<file path="src/hdl/sfla_pkg.sv">
// ---------------------------------------------------------------------------
// sfla_pkg
// Shared types, constants and helpers of the size-class free-list allocator.
// ---------------------------------------------------------------------------
`default_nettype none
package sfla_pkg;
   localparam int NUM_CLASSES = 12;
   localparam int POOL_CHUNKS = 8;
   localparam int HDR_BYTES   = 16;
   localparam int TOP_BYTES   = (1 << (NUM_CLASSES + 4)) - HDR_BYTES;
   localparam int CHUNK_BYTES = 2 * (TOP_BYTES + HDR_BYTES);
   localparam int FIT_CHUNKS  = 1048576 / CHUNK_BYTES;
   localparam int CHUNK_LIMIT = (POOL_CHUNKS < FIT_CHUNKS) ? POOL_CHUNKS : FIT_CHUNKS;
   localparam int CHUNK_IDX   = CHUNK_BYTES / HDR_BYTES;
   localparam int SECOND_IDX  = (TOP_BYTES + HDR_BYTES) / HDR_BYTES;

   typedef logic [3:0]  class_idx_type;
   typedef logic [15:0] blk_idx_type;
   typedef logic [16:0] link_type;

   typedef enum logic [1:0] {
      MODE_ALLOC = 2'd0,
      MODE_FREE  = 2'd1,
      MODE_QUERY = 2'd2,
      MODE_NONE  = 2'd3
   } mode_type;

   typedef enum logic [1:0] {
      STAT_OK    = 2'd0,
      STAT_ZERO  = 2'd1,
      STAT_LARGE = 2'd2,
      STAT_OOM   = 2'd3
   } status_type;

   typedef enum logic [3:0] {
      ST_IDLE, ST_SCAN, ST_POP, ST_TAIL, ST_CARVE0, ST_CARVE1, ST_READ, ST_FILE, ST_DONE
   } state_type;

   typedef struct packed {
      logic          hit;
      class_idx_type cls;
      logic [15:0]   tail;
      logic [15:0]   bytes_left;
   } split_type;

   function automatic logic [15:0] class_bytes(input class_idx_type i);
      logic [16:0] v;
      v = (17'd1 << (5'(i) + 5'd5)) - 17'd16;
      return v[15:0];
   endfunction
endpackage
`default_nettype wire

</file>
<file path="src/hdl/sfla_split.sv">
// ---------------------------------------------------------------------------
// sfla_split
// Picks the largest class-sized tail that can be cut from a popped block.
// ---------------------------------------------------------------------------
`default_nettype none
module sfla_split (
   input  wire logic [15:0]        block_bytes,
   input  wire logic [15:0]        req_bytes,
   output sfla_pkg::split_type     split
);
   import sfla_pkg::*;

   always_comb begin
      logic [17:0] need;
      split = '0;
      // ascending scan: the largest fitting tail wins
      for (int j = 0; j < NUM_CLASSES; j++) begin
         need = {2'b0, req_bytes} + {2'b0, class_bytes(4'(j))} + 18'd32;
         if ({2'b0, block_bytes} >= need) begin
            split.hit        = 1'b1;
            split.cls        = 4'(j);
            split.tail       = class_bytes(4'(j));
            split.bytes_left = block_bytes - class_bytes(4'(j)) - 16'd16;
         end
      end
   end
endmodule
`default_nettype wire

</file>
<file path="config.mk">
export PLATFORM = sky130hd
export DESIGN_NAME = sfla_split
export DESIGN_NICKNAME = d
export VERILOG_FILES = /design/src/hdl/sfla_pkg.sv /design/src/hdl/sfla_split.sv
export SDC_FILE = /design/constraint.sdc
export NUM_CORES = 1
export LEC_CHECK = 0
export BUFFER_PORTS_ARGS = -buffer_cell sky130_fd_sc_hd__buf_2
export CORE_MARGIN = 4
export CORE_UTILIZATION = 40
export DETAILED_ROUTE_END_ITERATION = 12
export PLACE_DENSITY = 0.66
export SYNTH_ARGS = -nofsm -noshare
export SYNTH_HDL_FRONTEND = slang
export SYNTH_SLANG_ARGS = --single-unit
</file>
<file path="constraint.sdc">
create_clock -name vclk -period 3.3
set_clock_uncertainty 0.1 [all_clocks]
set_input_delay 0.165 -clock vclk [all_inputs]
set_output_delay 0.165 -clock vclk [all_outputs]
set_load 0.05 [all_outputs]
</file>
-- Word-level counts from Yosys, hierarchy flattened
Index checks and enable logic that the tools add are counted.
- register bits: 0
- logic and storage cells: 72
- output and inout port bits: 37
- input bits: 32
- bits in latches: 0
- memories kept: 0
- memory bits (writable): 0
- memory bits (read-only): 0
- order comparisons: 12
- shift-type cells: 0
- reductions and logical operators: 0
- bitwise logic cells: 0
- div/mod/pow operators: 0
- add/sub/neg operators: 48
- equal/unequal tests: 0
- mux-type cells: 12
- multiply operators: 0
- operators by type and width (kind ; number):
    $mux 37 ; 12
    $add 17x6->18 const B ; 12
    $ge 16x18->1 ; 12
    $sub 16x5->16 const B ; 13
    $add 16x10->17 const B ; 1
    $add 16x11->17 const B ; 1
    $add 16x12->17 const B ; 1
    $add 16x13->17 const B ; 1
    $add 16x14->17 const B ; 1
    $add 16x15->17 const B ; 1
    $add 16x16->17 const B ; 1
    $add 16x5->17 const B ; 1
    $add 16x6->17 const B ; 1
    $add 16x7->17 const B ; 1
    $add 16x8->17 const B ; 1
    $add 16x9->17 const B ; 1
    $sub 16x10->16 const B ; 1
    $sub 16x11->16 const B ; 1
    $sub 16x12->16 const B ; 1
    $sub 16x13->16 const B ; 1
    $sub 16x14->16 const B ; 1
    $sub 16x15->16 const B ; 1
    $sub 16x16->16 const B ; 1
    $sub 16x6->16 const B ; 1
    3 further kinds ; 3

-- Longest topological paths before layout
- depth after elaboration: 15
- mapped depth: 18
- depth with buffers taken out: 16

-- Least setup slack after synthesis
OpenSTA, ideal clock, no wires.
- path kind: input-to-output
- start point: input req_bytes[7]
- end point: output split[9] in the netlist's numbering
- setup slack: -1684 ps
- buffers on the path: 1
- stages: 15
- data arrival time: 4719 ps
- data required time: 3035 ps
- cell sequence: buf_2 -> and4_1 -> nand2_1 -> nor2_1 -> xor2_1 -> inv_1 -> ha_1 -> a21o_1 -> a2111o_1 -> o31a_1 -> a21oi_4 -> nand3_4 -> or2_1 -> and2_1 -> a211oi_1
- RTL lines (item ; line ; text):
    from (decl) ; sfla_split.sv:8 ; input wire logic [15:0] req_bytes,
    to (decl) ; sfla_split.sv:9 ; output sfla_pkg::split_type split

==> flow_summary.json <==
{
  "cp-start-kind": "input port",
  "yosysUniqueCellTypes": 84,
  "grt_pass1_vias": 6701,
  "routed_wl_microns": 20900,
  "drtAntennaViolNets": 0,
  "yosys.cell_count.top_type": "ha_1",
  "setup_viol": 30,
  "die_w_microns": 121,
  "max_freq_mhz": 261,
  "crit_path_frequent_cell": "buf_6",
  "power_leakage_nw": 3.93,
  "port_buffers": 65,
  "clock_buffers": 0,
  "seq_cell_count": 0,
  "post-route-drc-count": 0,
  "hold_viol_final": 0,
  "crit_end": "split[9]",
  "start_util_pct": 40.7,
  "status": "finished with violations",
  "vias": 6784,
  "setup_ws_ps": -534,
  "yosysTopAreaCell": "ha_1",
  "place.gp.congestion": 0.961,
  "path_cells": "buf_8 -> and4_4 -> buf_6 -> nand2_4 -> nor2_4 -> buf_6 -> xor2_2 -> inv_1 -> ha_4 -> a21o_1 -> a2111o_1 -> o31a_1 -> a21oi_4 -> buf_6 -> nand3_4 -> or2_4 -> and2_4 -> a211oi_4 -> buf_6",
  "yosysWarnings": 0,
  "grt_pass1_wl_microns": 33000,
  "fin_nets": 1124,
  "max_stage_delay_ps": 390,
  "crit_arrival_ps": 3570,
  "cp_top_family": "compound AO/OA/AOI/OAI gates",
  "worst_slew_pin_slew_ps": 492,
  "drt-initial-drc-count": 606,
  "first_pass_iters": 5,
  "crit_cells": 19,
  "period_needed_ps": 3830,
  "cp-startpoint": "req_bytes[4]",
  "worstPathMaxFanout": 5,
  "synth.cell_area_sq_um": 5110,
  "required_ps": 3030,
  "die_area_sq_um": 14600,
  "finalCritPeriodShare_pct": 116,
  "rsz0062_at_grt": "yes",
  "overflow": 0,
  "cp_num_buf_inv": 6,
  "regArea_sq_um": 0,
  "syn_area_per_cell_sq_um": 7.11,
  "row_count": 41,
  "track_usage_pct": 27.4,
  "endpoint_kind": "output pin",
  "drive_above_1_share_pct": 46.1,
  "ys_seq_area_share_pct": 0,
  "ir_drop_uv": 346,
  "synth_top_cells_by_count": "ha_1 (94), nor2_1 (57), o21ai_0 (51)",
  "grt_max_degree": 21,
  "violations": "setup timing",
  "synthTopCellsByArea": "ha_1 (23%), xnor2_1 (7.5%), xor2_1 (5.8%)",
  "grt_antenna_before_repair": 0,
  "areaGrowthSynthToFinish_pct": 67.3,
  "slew_headroom_pct": 67.0,
  "avgRoutedWirePerCell_microns": 17.9,
  "holdCritStartpoint": "block_bytes[4]",
  "pre_cts_ws_ps": -842,
  "maxCapViolations": 0,
  "finalInstanceArea_sq_um": 8550,
  "placed_cell_area_sq_um": 7510,
  "powerDensity_nw_per_um2": 276,
  "fp.coreArea_sq_um": 12600,
  "num_antenna_cells": 0,
  "hold_path.class": "input port to output pin",
  "routed_via_density": 5.81,
  "critPathKind": "input port to output pin",
  "slowest_stage": "a2111o_1",
  "die_h_microns": 121,
  "dp_hpwl_microns": 16400,
  "top_level_ports": 69,
  "synth_cells": 719,
  "power.total_mw": 2.36,
  "final-max-slew-violation-count": 0,
  "synth.top_cell.area_share_pct": 23.0
}
[power by group]
group	internal, mW	total, mW	leakage [nW]	switching (mW)
Sequential	0	0	0	0
Combinational	1.07	2.36	3.93	1.29
Clock	0	0	0	0
[logic make-up after synthesis]
logic type      after synthesis  synth area share, %
simple gates                244                 25.3
mux                           5                 1.00
buf+inv                      73                 6.49
fa+ha+maj                    94                 23.0
other cells                   1               0.0734
xor+xnor                     78                 13.4
compound gates              224                 30.8
[tightest hold or removal path, stage by stage]
cell and delay [ps]:
buf_2 90, and2_4 130, buf_6 150
[what timing repair did]
action                                  CTS  global route
hold buffers                              0             0
pin swaps                                40            20
cloned                                    0             0
gates resized for setup                 164            72
endpoints found under the setup margin   31            32
setup buffers                            14            16
[final cells by class]
class | count | area [sq um]
tap | 172 | 215
timing repair buffer | 308 | 2590
fill | 985 | 4020
inverter | 39 | 151
multi-input combinational | 649 | 5600
[cells in the final DEF (no fill, tap or decap), types with 5 or more instances in the layout]
cell type / instances
nand2_2: 8
o21ai_0: 37
inv_1: 36
o21ai_1: 5
nor2_1: 48
nand2b_1: 5
buf_2: 26
a211o_1: 6
o21a_1: 7
a21oi_1: 36
nand3_1: 19
buf_8: 13
buf_6: 51
a21oi_2: 10
and2_4: 13
nor2_4: 5
xnor2_1: 41
o21ai_4: 6
buf_4: 213
a211oi_2: 5
a21o_1: 13
o211ai_1: 11
nand3_4: 5
and3_1: 8
nor3_1: 17
ha_1: 91
and2_1: 6
nor2_2: 5
nand2_1: 40
o21ai_2: 9
xor2_1: 33
nor3_2: 5
nand4_1: 15
[metrics by stage]
stage               TNS (ps)  instances  hold slack, ps  utilization (%)
floorplan              -7580        722             410                -
global route          -14610       1168             612             68.0
detailed placement    -15010       1143             675             59.7
CTS                    -8530       1156             598             65.1
finish                -11060       1168             597             68.0
global placement      -15080       1143             673             59.7
[worst min-delay path by stage]
stage                    end  slack, ps  depth (start not counted)
floorplan           split[6]        410                          2
global placement    split[0]        670                          3
detailed placement  split[0]        680                          3
CTS                 split[0]        600                          3
global route        split[0]        610                          3
finish              split[4]        600                          3
[metal layers]
| layer | vias up | track usage, % | wire [microns] | part of all wire, % |
|---|---|---|---|---|
| met1 | 3182 | 35.6 | 8930 | 43 |
| met3 | 60 | 4.34 | 1610 | 7.7 |
| met2 | 295 | 47.3 | 9810 | 47 |
| met5 | - | 0 | 0 | 0 |
| met4 | 0 | 6.52 | 555 | 2.7 |
| li1 | 3247 | - | - | - |
(Power assumes the default switching activity.)
